$ cat src/sv/dclp_pkg.sv
// ----------------------------------------------------------------------------
// Drive command line parser package
// Field widths, character codes, command codes and number scaling constants.
// ----------------------------------------------------------------------------
package dclp_pkg;

  localparam int FRACTION_DIGITS = 4;
  localparam int INTEGER_DIGITS  = 5;

  localparam int BYTE_W     = 8;
  localparam int CMD_W      = 4;
  localparam int SPEED_W    = 16;
  localparam int COORD_W    = 31;
  localparam int FIELD_W    = 2;
  localparam int FRAC_CNT_W = 3;
  localparam int DIGIT_W    = 4;

  localparam longint MAG_CAP = 64'd999999999;

  // Largest magnitude in units of 1e-4: ten to the power of the digit count,
  // less one, but never beyond nine nines.
  function automatic longint mag_limit_f();
    longint v;
    v = 1;
    for (int i = 0; i < INTEGER_DIGITS + 4; i++) begin
      if (v <= MAG_CAP) begin
        v = v * 10;
      end
    end
    v = v - 1;
    return (v > MAG_CAP) ? MAG_CAP : v;
  endfunction

  localparam longint MAG_LIMIT = mag_limit_f();
  localparam int     MAG_W     = $clog2(MAG_LIMIT + 1);
  localparam int     WIDE_W    = MAG_W + 4;

  localparam logic [SPEED_W-1:0] SPEED_MAX = '1;

  localparam logic [BYTE_W-1:0] CH_COMMA = 8'h2C;
  localparam logic [BYTE_W-1:0] CH_MINUS = 8'h2D;
  localparam logic [BYTE_W-1:0] CH_DOT   = 8'h2E;
  localparam logic [BYTE_W-1:0] CH_ZERO  = 8'h30;
  localparam logic [BYTE_W-1:0] CH_EIGHT = 8'h38;
  localparam logic [BYTE_W-1:0] CH_NINE  = 8'h39;

  localparam logic [CMD_W-1:0] CMD_SPEED = 4'd7;
  localparam logic [CMD_W-1:0] CMD_POINT = 4'd8;
  localparam logic [CMD_W-1:0] CMD_NONE  = 4'd9;

  localparam logic [FIELD_W-1:0] FIELD_CMD   = 2'd0;
  localparam logic [FIELD_W-1:0] FIELD_FIRST = 2'd1;
  localparam logic [FIELD_W-1:0] FIELD_Y     = 2'd2;
  localparam logic [FIELD_W-1:0] FIELD_EXTRA = 2'd3;

  localparam logic [WIDE_W-1:0] INT_DIGIT_SCALE = WIDE_W'(10000);

  typedef struct packed {
    logic                  negative;
    logic                  fraction;
    logic [FRAC_CNT_W-1:0] count;
  } num_flags_t;

  // Weight of a fraction digit by its position, the first being tenths.
  function automatic logic [WIDE_W-1:0] frac_weight(input logic [FRAC_CNT_W-1:0] pos);
    logic [WIDE_W-1:0] w;
    unique case (pos)
      3'd1:    w = WIDE_W'(1000);
      3'd2:    w = WIDE_W'(100);
      3'd3:    w = WIDE_W'(10);
      3'd4:    w = WIDE_W'(1);
      default: w = '0;
    endcase
    return w;
  endfunction

endpackage

$ cat src/sv/dclp_num_acc.sv
// ----------------------------------------------------------------------------
// Drive command line parser number accumulator
// Folds one byte into a decimal magnitude held in units of 1e-4.
// ----------------------------------------------------------------------------
module dclp_num_acc
  import dclp_pkg::*;
(
  input  logic [MAG_W-1:0]  acc,
  input  logic [BYTE_W-1:0] ch,
  input  num_flags_t        flags,
  output logic [MAG_W-1:0]  acc_next,
  output num_flags_t        flags_next
);

  logic                  is_digit;
  logic [DIGIT_W-1:0]    digit;
  logic [FRAC_CNT_W-1:0] count_inc;
  logic [WIDE_W-1:0]     wide;
  logic                  take;

  assign is_digit  = (ch >= CH_ZERO) && (ch <= CH_NINE);
  assign digit     = DIGIT_W'(ch - CH_ZERO);
  assign count_inc = flags.count + 1'b1;

  always_comb begin
    flags_next = flags;
    wide       = WIDE_W'(acc);
    take       = 1'b0;
    priority if (ch == CH_MINUS) begin
      flags_next.negative = 1'b1;
    end else if (ch == CH_DOT) begin
      flags_next.fraction = 1'b1;
    end else if (is_digit) begin
      if (!flags.fraction) begin
        wide = WIDE_W'(acc) * WIDE_W'(10) + WIDE_W'(digit) * INT_DIGIT_SCALE;
        take = 1'b1;
      end else if (32'(flags.count) < FRACTION_DIGITS) begin
        flags_next.count = count_inc;
        // Digits beyond the fourth fall below one ten-thousandth and add nothing.
        wide = WIDE_W'(acc) + WIDE_W'(digit) * frac_weight(count_inc);
        take = 1'b1;
      end
    end else begin
      // Any other byte is skipped and leaves the number as it is.
      take = 1'b0;
    end
    if (!take) begin
      acc_next = acc;
    end else if (wide > WIDE_W'(MAG_LIMIT)) begin
      acc_next = MAG_W'(MAG_LIMIT);
    end else begin
      acc_next = wide[MAG_W-1:0];
    end
  end

endmodule

$ cat config.mk
export PLATFORM = sky130hd
export DESIGN_NAME = dclp_num_acc
export DESIGN_NICKNAME = d
export VERILOG_FILES = /design/src/sv/dclp_pkg.sv /design/src/sv/dclp_num_acc.sv
export SDC_FILE = /design/constraint.sdc
export NUM_CORES = 1
export LEC_CHECK = 0
export BUFFER_PORTS_ARGS = -buffer_cell sky130_fd_sc_hd__buf_2
export CAP_MARGIN = 0
export CORE_UTILIZATION = 45
export DETAILED_ROUTE_END_ITERATION = 7
export GPL_TIMING_DRIVEN = 0
export PLACE_DENSITY = 0.7
export SYNTH_ARGS = -nofsm -noshare
export SYNTH_HDL_FRONTEND = slang
export SYNTH_SLANG_ARGS = --single-unit
$ cat constraint.sdc
create_clock -name vclk -period 8.7
set_clock_uncertainty 0.05 [all_clocks]
set_input_delay 0.435 -clock vclk [all_inputs]
set_output_delay 0.435 -clock vclk [all_outputs]
set_load 0.05 [all_outputs]
Word-level counts from Yosys, hierarchy flattened
Index checks and enable logic that the tools add are counted.

operators by class
  add/sub/neg operators = 4
  magnitude comparators = 4
  mux-type cells = 25
  $mul = 3
  equality and inequality tests = 6
  reduce and logical (&&, ||, !) cells = 1

operators by type and width
  kind                   number
  $mux 34                10
  $mux 30                2
  $pmux 10 s4            1
  $add 30x34->34         1
  $add 34x18->34         1
  $gt 34x30->1 const B   1
  $mul 4x34->34          1
  $mul 30x3->33 const B  1
  $eq 8x6->1 const B     2
  $mul 4x10->14 const B  1
  $mux 3                 4
  $ge 8x6->1 const B     1
  $le 8x6->1 const B     1
  $mux 1                 7
  $eq 3x2->1 const B     2
  $mux 4                 1
  $sub 4x1->4 const B    1
  $add 3x1->3 const B    1
  $eq 3x1->1 const B     1
  $eq 3x3->1 const B     1
  $lt 3x3->1 const B     1
  $logic_and 1x1->1      1

word-level totals
  output and inout bits = 35
  input bits = 43
  register bits = 0

Longest topological paths before layout
Gate-level depths: netlist of run 1.

  word-level depth = 18
  gate-level depth with buffers = 29
  mapped depth without buffers = 26

Least setup slack after synthesis of run 1
No wires, ideal clock.

  kind = input -> output
  from = input flags[2] (netlist bit)
  to = output acc_next[2]
  path buffers = 2
  stages = 26
  path slack = 1,209 ps
  data arrival time = 7,006 ps
  data required time = 8,215 ps
  cell sequence = clkbuf_1 > inv_1 > ha_1 > nor2_1 > and2_1 > inv_1 > fa_1 > inv_1 > fa_1 > inv_1 > fa_1 > inv_1 > ha_1 > a21o_1 > nand2_1 > o21ai_0 > or2_0 > a2111oi_0 > a31oi_1 > nor3_1 > a2111oi_0 > o211ai_1 > nand4_1 > a211o_1 > buf_6 > a32oi_1

between the ends
  longest elaborated chain between the ends = 18
  elaborated cells between the ends (all ways) = 27
  those cells by class = add/sub: 2; mul: 1; order compare: 2; eq/ne: 4; mux: 18

RTL lines
  element                                   RTL line            text
  start, declared                           dclp_num_acc.sv:10  input num_flags_t flags,
  $add 3x1->3                               dclp_num_acc.sv:23  assign count_inc = flags.count + 1'b1;
  $eq 3x3->1, or another cell as far along  dclp_pkg.sv:67      unique case (pos)
  $pmux 10 s4                               dclp_pkg.sv:67
  $mux 34                                   dclp_num_acc.sv:37  end else if (32'(flags.count) < FRACTION_DIGITS) begin
  $mux 34                                   dclp_num_acc.sv:34  if (!flags.fraction) begin
  $mux 34                                   dclp_num_acc.sv:33  end else if (is_digit) begin
  $mux 34                                   dclp_num_acc.sv:31  end else if (ch == CH_DOT) begin
  $mux 34                                   dclp_num_acc.sv:29  priority if (ch == CH_MINUS) begin
  (+2 left out)                             --
  $mux 34                                   dclp_num_acc.sv:37
  $mux 34                                   dclp_num_acc.sv:34
  $mux 34                                   dclp_num_acc.sv:33
  $mux 34                                   dclp_num_acc.sv:31
  $mux 34                                   dclp_num_acc.sv:29
  $gt 34x30->1                              dclp_num_acc.sv:49  end else if (wide > WIDE_W'(MAG_LIMIT)) begin
  $mux 30                                   dclp_num_acc.sv:49
  $mux 30 (*)                               dclp_num_acc.sv:47  if (!take) begin
  end, declared                             dclp_num_acc.sv:11  output logic [MAG_W-1:0] acc_next,

Mark *: on every way between the ends. The rest lies on a longest branch, timed or not. The select of a mux whose other input is x is not followed.

Final worst setup path of run 1
  from = input flags[2] (netlist bit)
  to = output acc_next[15]

The elaborated chain is that of the path after synthesis.

==> results by group, run 1 <==
Outcome
  – Status: complete, no violations

Power
  – VDD IR-drop max: approximately 0.042 mV
  – P per Cell Area: between 100 and 150 nW/um2
  – Leak pwr: 3.62 nW

Die
  – Die H: approximately 130 um
  – Die area: 16,400 um2
  – Initial core utilization: roughly 46%
  – Die W: about 130 um
  – Top Ports: 78
  – CORE AREA: 15,400 um2
  – Row count: 45

Timing
  – Unrepaired setup endpoints after global routing: false
  – Hold slack: roughly 1.3 ns
  – Peak Freq: roughly 0.12 GHz
  – Slew HR: 32.7%
  – Min cycle time layout: 8.35 ns
  – Slew @ Worst Pin: 0.984 ns
  – Count of final max-slew check failures: 0
  – Final hold viol count: 0
  – Tcrit/Tclk final: a little over nine tenths
  – Final setup fails: 0

Flow run
  – Max cap viols: 0

Route
  – DRT iter0 DRCs: a little under 700
  – DRC viols: 0
  – 1st-pass router iterations: 5
  – Routed Antenna Nets: 0
  – Vias per cell: about 6
  – WL/cell: 18.2 um
  – Final wirelength: between 20,000 and 25,000 um
  – Via count: about 7,900

Setup path
  – Kind of critical path: in2out
  – Slowest CP cell: a2111oi_0
  – Critical path origin: flags[2]
  – Element type at the critical path end: primary output
  – WP data required: around 8.2 ns
  – Max stage delay on crit path: a little under 0.9 ns
  – Crit path max fanout: 12
  – WP buf/inv: 7
  – Critical Path Start Type: input pin
  – CP Data Arrival Time: 7.86 ns
  – CP top delay family: compound AO/OA/AOI/OAI gates
  – CP dominant cell by count: inv_1

GRT
  – GR Overflow Total: 0
  – Initial antenna violation count: 0
  – First-pass GRT wire length: about 37,000 um
  – Via count of the first global-routing pass: approximately 7,400
  – Largest net degree at the start of global routing: 13
  – GRT Util Overall: around 28%

Logic synthesis
  – Mapped Cells: around 990
  – Syn Nets: around 1,200
  – Synth Warn #: 0
  – Seq/Total Area, Yosys: 0%
  – Syn_area_per_cell: between 7 and 8 um2
  – Synth cell types: 90
  – Synth Cell Area: between 7000 and 8000 um2

Cells and area
  – Num sequential: 0
  – Nets: around 1,300
  – Diode count: 0
  – Clkbuf count: 0
  – Area Growth Syn to Fin: 9.28%
  – Layout cells sized above 1: between 10 and 15%
  – Final cell count without fillers: 1,282
  – FF/Latch Area: 0 um2

Placed design
  – DP Wirelength: around 20,000 um
  – GPL Wtd Cong: slightly below 1
  – PortBufs: 78
  – DP Cell Count: 1,283

Clocking
  – Setup Fix Bufs, Post-CTS: 0
  – Hold Buf Count CTS: 0

Worst hold path
  – Hold path startpoint: flags[4]
  – HP Class: in2out
[cell families (layout without fill, tap and decap cells)]
family	count (synthesis)	in the layout	share of synthesized area, %
AO/OA/AOI/OAI	326	326	31.6
AND/OR/NAND/NOR	318	318	22.7
adder cells (fa/ha/maj)	155	155	30.1
buffers and inverters	131	208	7.48
XOR/XNOR	49	49	6.01
multiplexers	15	15	2.15
[layer usage]
metal / track usage (%) / vias to the layer above / share of wire (%)
met1: 39.2 / 3689 / 45
met5: 0 / - / 0
met4: 6.92 / 0 / 3.1
li1: - / 3833 / -
met2: 47.2 / 336 / 44
met3: 2.59 / 54 / 7.9
[Yosys cell counts (17+ instances only)]
| cell | count | share of area (%) |
|---|---|---|
| a21o_1 | 24 | 2.5 |
| clkbuf_1 | 21 | 1.1 |
| a21oi_1 | 74 | 5.2 |
| nand3_1 | 25 | 1.8 |
| a31oi_1 | 23 | 2.0 |
| nand2_1 | 96 | 5.0 |
| xnor2_1 | 35 | 4.3 |
| o21ai_0 | 47 | 3.3 |
| inv_1 | 94 | 4.9 |
| and2_1 | 24 | 2.1 |
| nor2_1 | 66 | 3.5 |
| a211oi_1 | 17 | 1.8 |
| fa_1 | 28 | 7.8 |
| ha_1 | 127 | 22 |
[final cells by class]
type,instances,area (um2)
multi-input cells,863,6620
inverters,94,353
fillers,1584,7560
well taps,211,264
repair buffers,78,390
plain buffers,36,178
[worst paths after layout]
check       endpoint  slack [ns]  depth (start not counted)
max     acc_next[15]        0.35                         26
min    flags_next[4]        1.26                          3
[repair_timing]
item,CTS,global route
gates resized for setup,1,2
gates cloned,0,0
endpoints found under the setup margin,1,28
[worst min-delay path, stage by stage]
cell and delay, ns:
buf_2 0.10, a21o_1 0.09, buf_2 0.26
[power breakdown]
part / internal, mW / total (mW) / switching (mW)
clock: 0 / 0 / 0
sequential: 0 / 0 / 0
combinational: 0.300 / 0.800 / 0.500
[through the flow]
step	TNS (ns)	area (um2)	power [mW]	util, %	setup WS [ns]
after global placement	-0.0287	7800	0.773	50.7	-0.0287
after floorplan	0	7150	0.602	-	1.21
final	0	7810	0.800	50.8	0.354
after CTS	0	7800	0.785	50.8	0.0540
after detailed placement	-0.0186	7800	0.780	50.7	-0.0186
after global routing	0	7810	0.882	50.8	0.00937
[cells in the final DEF (no fill, tap or decap), types with 25 or more instances in the layout]
| cell | synthesis | routed |
|---|---|---|
| xnor2_1 | 35 | 35 |
| ha_1 | 127 | 127 |
| nand2_1 | 96 | 96 |
| nand3_1 | 25 | 25 |
| o21ai_0 | 47 | 47 |
| nor2_1 | 66 | 66 |
| fa_1 | 28 | 28 |
| a21oi_1 | 74 | 74 |
| buf_2 | 6 | 84 |
| inv_1 | 94 | 94 |
Note: power is estimated with default switching activity, not from simulation.
==> run 2: changes to the inputs <==
--- a/config.mk
+++ b/config.mk
@@ -7,6 +7,7 @@
 export LEC_CHECK = 0
 export BUFFER_PORTS_ARGS = -buffer_cell sky130_fd_sc_hd__buf_2
 export CAP_MARGIN = 0
+export CORE_ASPECT_RATIO = 0.5
 export CORE_UTILIZATION = 45
 export DETAILED_ROUTE_END_ITERATION = 7
 export GPL_TIMING_DRIVEN = 0
==> results by group, run 2 (same netlist as run 1, synthesis figures left out) <==
Timing
  – Slew HR: approximately 41%
  – Final hold viol count: 0
  – Unrepaired setup endpoints after global routing: false
  – Min cycle time layout: around 8.2 ns
  – Slew @ Worst Pin: between 0.8 and 0.9 ns
  – Peak Freq: around 0.12 GHz
  – Final setup fails: 0
  – Count of final max-slew check failures: 0
  – Tcrit/Tclk final: 94.4%
  – TNS Setup: 0 ns

Route
  – Routed Antenna Nets: 0
  – WL/cell: between 15 and 20 um
  – DRT iter0 DRCs: between 900 and 1,000
  – Via count: approximately 8,000
  – 1st-pass router iterations: 6
  – DRC viols: 0
  – Final wirelength: between 20,000 and 25,000 um
  – Vias per cell: approximately 6.2

Clocking
  – Setup Fix Bufs, Post-CTS: 0
  – Hold Buf Count CTS: 0
  – Post-CTS Resized: 0

Cells and area
  – Most common cell after layout, fill and taps aside: ha_1
  – Core Util, Final: around 50%
  – Diode count: 0
  – Layout cells sized above 1: ~12%
  – FF/Latch Area: 0 um2
  – Area Growth Syn to Fin: 9.25%
  – Clkbuf count: 0
  – Nets: roughly 1,300
  – Num sequential: 0
  – Highest-count cells in the layout ignoring fill and taps: ha_1, nand2_1, inv_1

Worst hold path
  – HP Class: in2out

GRT
  – Via count of the first global-routing pass: slightly above 7,000
  – GRT Util Overall: 29.2%
  – Largest net degree at the start of global routing: 13
  – Initial antenna violation count: 0
  – First-pass GRT wire length: around 40,000 um
  – GR Overflow Total: 0

Die
  – Die W: 180 um
  – Top Ports: 78
  – Die area: around 16,000 um2
  – CORE AREA: about 15,000 um2
  – Row count: 32
  – Die H: around 90 um
  – Initial core utilization: 46.2%

Placed design
  – PortBufs: a little under 80
  – GPL Wtd Cong: about 0.99
  – DP Wirelength: approximately 20,000 um

Flow run
  – Max cap viols: 0

Setup path
  – Crit path max fanout: 12
  – Slowest CP cell: fa_1
  – Critical Path Start Type: input pin
  – WP data required: between 8 and 9 ns
  – Element type at the critical path end: primary output
  – Kind of critical path: in2out
  – CP dominant cell by count: inv_1
  – CP Data Arrival Time: approximately 7.7 ns
  – Max stage delay on crit path: about 0.54 ns

Power
  – P per Cell Area: 104 nW/um2
  – Leak pwr: between 3 and 4 nW
  – VDD IR-drop max: ~0.051 mV

Outcome
  – Status: complete, no violations
[run 2: critical path: cells and delay by family]
family,cells,cell delay (ns)
and+or+nand+nor,5,1.51
xor gates and xnor gates,1,0.12
AOI/OAI and AO/OA,8,2.34
adders and majority gates,5,2.16
buffers and inverters,7,1.11
[run 2: stage by stage]
stage	total power [mW]	setup WS (ns)	instances	area, um2	hold WS [ns]
2_1_floorplan	0.602	1.21	994	7150	1.10
3_3_place_gp	0.777	0.102	1276	7790	1.21
3_5_place_dp	0.788	0.0312	1276	7790	1.21
4_1_cts	0.794	0.0175	1276	7790	1.21
5_1_grt	0.889	0.0122	1275	7810	1.22
6_report	0.811	0.485	1275	7810	1.22
[run 2: report_power, final]
| group | switching [mW] | internal (mW) | total [mW] |
|---|---|---|---|
| sequential | 0 | 0 | 0 |
| clock | 0 | 0 | 0 |
| combinational | 0.511 | 0.300 | 0.811 |
[run 2: metal layers]
layer,up-vias,GRT usage (%),share of wire [%]
li1,3822,-,-
met2,371,45.8,42
met1,3745,43.9,48
met3,28,1.85,8.7
met5,-,0,0
met4,0,4.63,1.4
[run 2: cell type report]
cell class / count / area (um2)
Tap cell: 204 / 255
Inverter: 94 / 353
Timing Repair Buffer: 78 / 390
Fill cell: 1565 / 7650
Multi-Input combinational cell: 863 / 6630
Buffer: 36 / 178
[run 2: path summary, 6_finish.rpt]
path / startpoint / to / slack (ns) / cells after the start
worst max-delay path: flags[2] / acc_next[21] / 0.49 / 26
worst min-delay path: flags[4] / flags_next[4] / 1.22 / 3
